## src/obsf_pkg.sv

```systemverilog
// ----------------------------------------------------------------------------
// Order book sweep fill package
// Shared widths, codes, constants and the command and status bundles that
// join the controller and the datapath.
// ----------------------------------------------------------------------------
package obsf_pkg;

  localparam int unsigned PriceW = 40;
  localparam int unsigned SizeW  = 48;
  localparam int unsigned QuoteW = 48;
  localparam int unsigned CountW = 7;
  localparam int unsigned BaseW  = 56;
  localparam int unsigned DvdW   = 80;
  localparam int unsigned DsrW   = 56;
  localparam int unsigned SlipW  = 32;

  // Request codes.
  localparam logic REQ_LOAD  = 1'b0;
  localparam logic REQ_QUERY = 1'b1;

  // Percent scale with 16 fraction bits: 100 * 65536.
  localparam logic [22:0] SLIP_SCALE = 23'd6553600;

  // Commands from the controller to the datapath.
  typedef struct packed {
    logic load;
    logic start;
    logic rd;
    logic mul_lo;
    logic mul_hi;
    logic take;
    logic part_go;
    logic part_end;
    logic avg_go;
    logic avg_end;
    logic slip_mul;
    logic slip_go;
    logic slip_end;
    logic out_empty;
    logic out_query;
  } obsf_cmd_t;

  // Status from the datapath to the controller.
  typedef struct packed {
    logic count_zero;
    logic rem_zero;
    logic fits;
    logic more;
    logic base_zero;
    logic slip_en;
    logic div_done;
  } obsf_status_t;

endpackage

```

## src/obsf_ctrl.sv

```systemverilog
// ----------------------------------------------------------------------------
// Order book sweep fill controller
// Sequences loads and the level-by-level sweep of a fill query, and owns the
// handshake on both channels.
// ----------------------------------------------------------------------------
module obsf_ctrl
  import obsf_pkg::*;
(
  input  logic         clk_i,
  input  logic         rst_ni,
  input  logic         in_valid_i,
  output logic         in_stall_o,
  input  logic         req_type_i,
  output logic         out_valid_o,
  input  logic         out_stall_i,
  input  obsf_status_t status_i,
  output obsf_cmd_t    cmd_o
);

  typedef enum logic [3:0] {
    ST_IDLE, ST_RD, ST_MUL_LO, ST_MUL_HI, ST_CMP, ST_DIV_PART, ST_FINISH,
    ST_DIV_AVG, ST_SLIP_MUL, ST_SLIP_GO, ST_DIV_SLIP, ST_DONE
  } state_e;

  state_e state_q, state_d;
  logic   out_valid_q, out_valid_d;
  logic   out_free, accept;

  // Result register is free when empty or being taken this cycle.
  assign out_free   = !out_valid_q || !out_stall_i;
  assign in_stall_o = (state_q != ST_IDLE) || !out_free;
  assign accept     = in_valid_i && !in_stall_o;

  // Next state and commands.
  always_comb begin
    state_d     = state_q;
    cmd_o       = '0;
    out_valid_d = out_valid_q && out_stall_i;
    unique case (state_q)
      ST_IDLE: begin
        if (accept) begin
          if (req_type_i == REQ_LOAD) begin
            cmd_o.load  = 1'b1;
            out_valid_d = 1'b1;
          end else if (status_i.count_zero) begin
            cmd_o.out_empty = 1'b1;
            out_valid_d     = 1'b1;
          end else begin
            cmd_o.start = 1'b1;
            state_d     = ST_RD;
          end
        end
      end
      ST_RD: begin
        cmd_o.rd = 1'b1;
        state_d  = ST_MUL_LO;
      end
      ST_MUL_LO: begin
        cmd_o.mul_lo = 1'b1;
        state_d      = status_i.rem_zero ? ST_FINISH : ST_MUL_HI;
      end
      ST_MUL_HI: begin
        cmd_o.mul_hi = 1'b1;
        state_d      = ST_CMP;
      end
      ST_CMP: begin
        if (status_i.fits) begin
          cmd_o.take = 1'b1;
          state_d    = status_i.more ? ST_RD : ST_FINISH;
        end else begin
          cmd_o.part_go = 1'b1;
          state_d       = ST_DIV_PART;
        end
      end
      ST_DIV_PART: begin
        if (status_i.div_done) begin
          cmd_o.part_end = 1'b1;
          state_d        = ST_FINISH;
        end
      end
      ST_FINISH: begin
        if (status_i.base_zero) begin
          state_d = ST_DONE;
        end else begin
          cmd_o.avg_go = 1'b1;
          state_d      = ST_DIV_AVG;
        end
      end
      ST_DIV_AVG: begin
        if (status_i.div_done) begin
          cmd_o.avg_end = 1'b1;
          state_d       = ST_SLIP_MUL;
        end
      end
      ST_SLIP_MUL: begin
        if (status_i.slip_en) begin
          cmd_o.slip_mul = 1'b1;
          state_d        = ST_SLIP_GO;
        end else begin
          state_d = ST_DONE;
        end
      end
      ST_SLIP_GO: begin
        cmd_o.slip_go = 1'b1;
        state_d       = ST_DIV_SLIP;
      end
      ST_DIV_SLIP: begin
        if (status_i.div_done) begin
          cmd_o.slip_end = 1'b1;
          state_d        = ST_DONE;
        end
      end
      ST_DONE: begin
        if (out_free) begin
          cmd_o.out_query = 1'b1;
          out_valid_d     = 1'b1;
          state_d         = ST_IDLE;
        end
      end
      default: state_d = ST_IDLE;
    endcase
  end

  // State and output valid.
  always_ff @(posedge clk_i or negedge rst_ni) begin
    if (!rst_ni) begin
      state_q     <= ST_IDLE;
      out_valid_q <= 1'b0;
    end else begin
      state_q     <= state_d;
      out_valid_q <= out_valid_d;
    end
  end

  assign out_valid_o = out_valid_q;

endmodule

```

## config.mk

```make
export PLATFORM = sky130hd
export DESIGN_NAME = obsf_ctrl
export DESIGN_NICKNAME = d
export VERILOG_FILES = /design/src/obsf_pkg.sv /design/src/obsf_ctrl.sv
export SDC_FILE = /design/constraint.sdc
export NUM_CORES = 1
export LEC_CHECK = 0
export BUFFER_PORTS_ARGS = -buffer_cell sky130_fd_sc_hd__buf_2
export CAP_MARGIN = 20
export CORE_AREA = 2 2 39 41
export CTS_CLUSTER_DIAMETER = 50
export DETAILED_ROUTE_END_ITERATION = 6
export DIE_AREA = 0 0 41 43
export PLACE_DENSITY = 0.83
export SYNTH_ARGS = -nofsm -noshare
export SYNTH_HDL_FRONTEND = slang
export SYNTH_SLANG_ARGS = --single-unit
```

## constraint.sdc

```tcl
create_clock -name clk_i -period 4.6 [get_ports clk_i]
set_clock_uncertainty 0.15 [all_clocks]
set_input_delay 0.46 -clock clk_i [delete_from_list [all_inputs] [get_ports clk_i]]
set_output_delay 0.46 -clock clk_i [all_outputs]
set_load 0.01 [all_outputs]
```

==> reports/metrics.yaml <==
die:
  design.core.area_um2: 1380
  floorplan.io_pins: 29
  initial_utilization_pct: 38.9
  floorplan.die_area_um2: 1760
  core.rowCount: 14
  die_x_um: 41
  die_outline_height_um: 43
clocking:
  clk_pin_slew_worst_paths_ps: 40
  cts_tree: "yes"
  post_cts.resized_instances: 0
  library_cell_used_as_clock_root_buffer: "clkbuf_4"
  cts.hold.buffers_added: 1
  cts_buffer_depth: 2
  clock-sinks: 5
  post_cts_buffers: 0
  clk_latency_ps: 240
  tritoncts.num_buffers: 3
  cts_max_level: 1
route:
  drc_errors: 0
  route.final.wire_length_um: 1360
  dr.first_iter.drc_count: 11
  drt-vias-per-instance: 5.31
  route.vias.total: 626
  ant_nets: 0
  pre_repair_dr_iteration_count: 4
  detail_route.wl_per_cell_um: 11.5
hold_path:
  hold_path_cell_cnt: 3
  holdCritPathClass: "input pin to flip-flop"
global_routing:
  grt_util_all_layers_pct: 16.8
  first_global_vias: 507
  grt.overflow.total: 0
  grt_max_degree: 17
  antenna_found_initial: 0
  grt_pass1_wl_um: 2060
power_and_ir_drop:
  worst_ir_drop_vdd_mv: 0.326
  total_leakage_power_nw: 0.370
  power_density_nw_per_um2: 661
outcome:
  outcome: "finished clean"
cells_and_area:
  drive_gt1_share_pct: 38.2
  final_cells: 118
  fin_nets: 115
  syn_to_layout_area_delta_pct: 31.6
  fill_cells: 144
  regArea_um2: 125
  multi_input_area_um2: 372
  n_antenna_cell: 0
  final_util_pct: 51.2
critical_path:
  critical_path_rt_ps: 3990
  worst_setup_path_start_kind: "flip-flop"
  cp_max_fo: 10
  critical_path.endpoint_type: "output port"
  worst-endpoint-arrival_ps: 1650
  reg2regPathDepth: 4
  timing.setup.critical_path_class: "flip-flop to output port"
synth:
  yosys.cell_types.count: 31
  synth_enable_flop_cells: 0
  synthesis.yosys.warnings: 0
  synth.avg_cell_area_um2: 7.37
  net_count_after_synthesis: 85
  ys_seq_elements: 5
  syn-cell-area_um2: 538
  dominantRegCellSynth: "dfrtp_1"
  synth_async_sr_flop_share_pct: 100
  netlist_instances: 73
  sequential_fraction_of_the_synthesis_area_pct: 23.3
sta:
  fmax_mhz: 443
  hold_viol_final: 0
  final.min_clock_period_ps: 2260
  timing_worst_slew_pin_value_ps: 482
  final.period_utilization_pct: 49.1
  timing_max_transition_violations_final: 0
  timing.final.setup_violations: 0
  maxSlewHeadroom_pct: 67.9
  rsz0062_at_grt: "no"
  fin_setup_tns_ps: 0
  post-route-worst-setup-slack_ps: 2340
  fin_hold_ws_ps: 362
placement:
  dp_cells: 113
  place.detailed.hpwl_um: 1070
  place_worst_setup_slack_ps: 2600
  number_of_buffers_added_on_ports: 28
  gp_congestion: 0.868
job:
  max_cap_viol: 0
## state kept, by name (all words and copies together), names as in the netlist
signal,count
state_q,4
out_valid_o,1
## cells by family (layout without fill, tap and decap cells)
logic type             count (synthesis)  count (layout)  synth area share, %
muxes                                  3               3                 7.44
and+or+nand+nor                       43              43                 40.5
DFF                                    5               5                 23.3
buffers and inverters                  8              37                 7.67
AOI/OAI and AO/OA                     14              14                 21.2
## worst paths after layout
check	slack, ps	from	end
worst max-delay path	2340	state_q[3]$_DFFE_PN0P_	cmd_o[13]
worst min-delay path	360	in_valid_i	out_valid_o$_DFF_PN0_
worst max register to register	2810	state_q[1]$_DFFE_PN0P_	state_q[1]$_DFFE_PN0P_
worst min register to register	540	out_valid_o$_DFF_PN0_	out_valid_o$_DFF_PN0_
max in group asynchronous	3770	rst_ni	state_q[2]$_DFFE_PN0P_
min in group asynchronous	400	rst_ni	state_q[0]$_DFFE_PN0P_
## final cells by class
| type | count | area share (%) |
|---|---|---|
| clock buffers | 4 | 3.71 |
| inverters | 4 | 2.12 |
| multi-input cells | 60 | 52.5 |
| flip-flops and latches | 5 | 17.7 |
| well taps | 16 | 2.83 |
| repair buffers | 29 | 21.2 |
## report_power, final
part	internal, mW	switching, mW
combinational	0.140	0.142
sequential	0.0670	0.0669
clock	0.0328	0.0185
total	0.240	0.228
## placed cells by master, fill, tap and decap left out, types with 2 or more instances in the layout
master | Yosys | layout
a21oi_1 | 2 | 2
and2_1 | 2 | 2
and3_1 | 2 | 2
buf_2 | 3 | 28
clkbuf_4 | 0 | 3
dfrtp_1 | 5 | 5
inv_1 | 4 | 4
mux2_4 | 2 | 2
nand2_1 | 11 | 11
nand2b_1 | 3 | 3
nand3_1 | 4 | 4
nor2_1 | 12 | 12
nor3_1 | 3 | 3
o21ai_0 | 2 | 2
## synthesized netlist by cell type, drive strengths merged, types with 2 or more instances
master | number | area [µm²]
buf | 4 | 26.3
o22ai | 2 | 18.8
nand3 | 4 | 20.0
and3 | 2 | 12.5
nor3 | 4 | 25.0
mux2 | 2 | 30.0
o21ai | 2 | 10.0
nand2b | 4 | 32.5
dfrtp | 5 | 125
nor2 | 12 | 45.0
a21oi | 2 | 10.0
nand2 | 11 | 41.3
inv | 4 | 15.0
and2 | 2 | 12.5
## per-layer routing
layer	vias to the layer above	wire length, µm	GRT usage, %
li1	316	-	-
met1	277	628	24.1
met2	30	587	24.1
met3	3	123	2.09
met4	0	15	8.00
met5	-	0	0
## metrics by stage
step	total power, mW	area [µm²]
floorplan	0.353	538
global placement	0.412	672
detailed placement	0.419	672
CTS	0.469	708
global route	0.510	708
finish	0.468	708
## worst max-delay path: stages, from the launching register on
cell and delay (ps):
dfrtp_1 490, or2_4 340, nor3_2 180, nand3_1 150
nor2_1 120, buf_2 130
(Power assumes the default switching activity.)
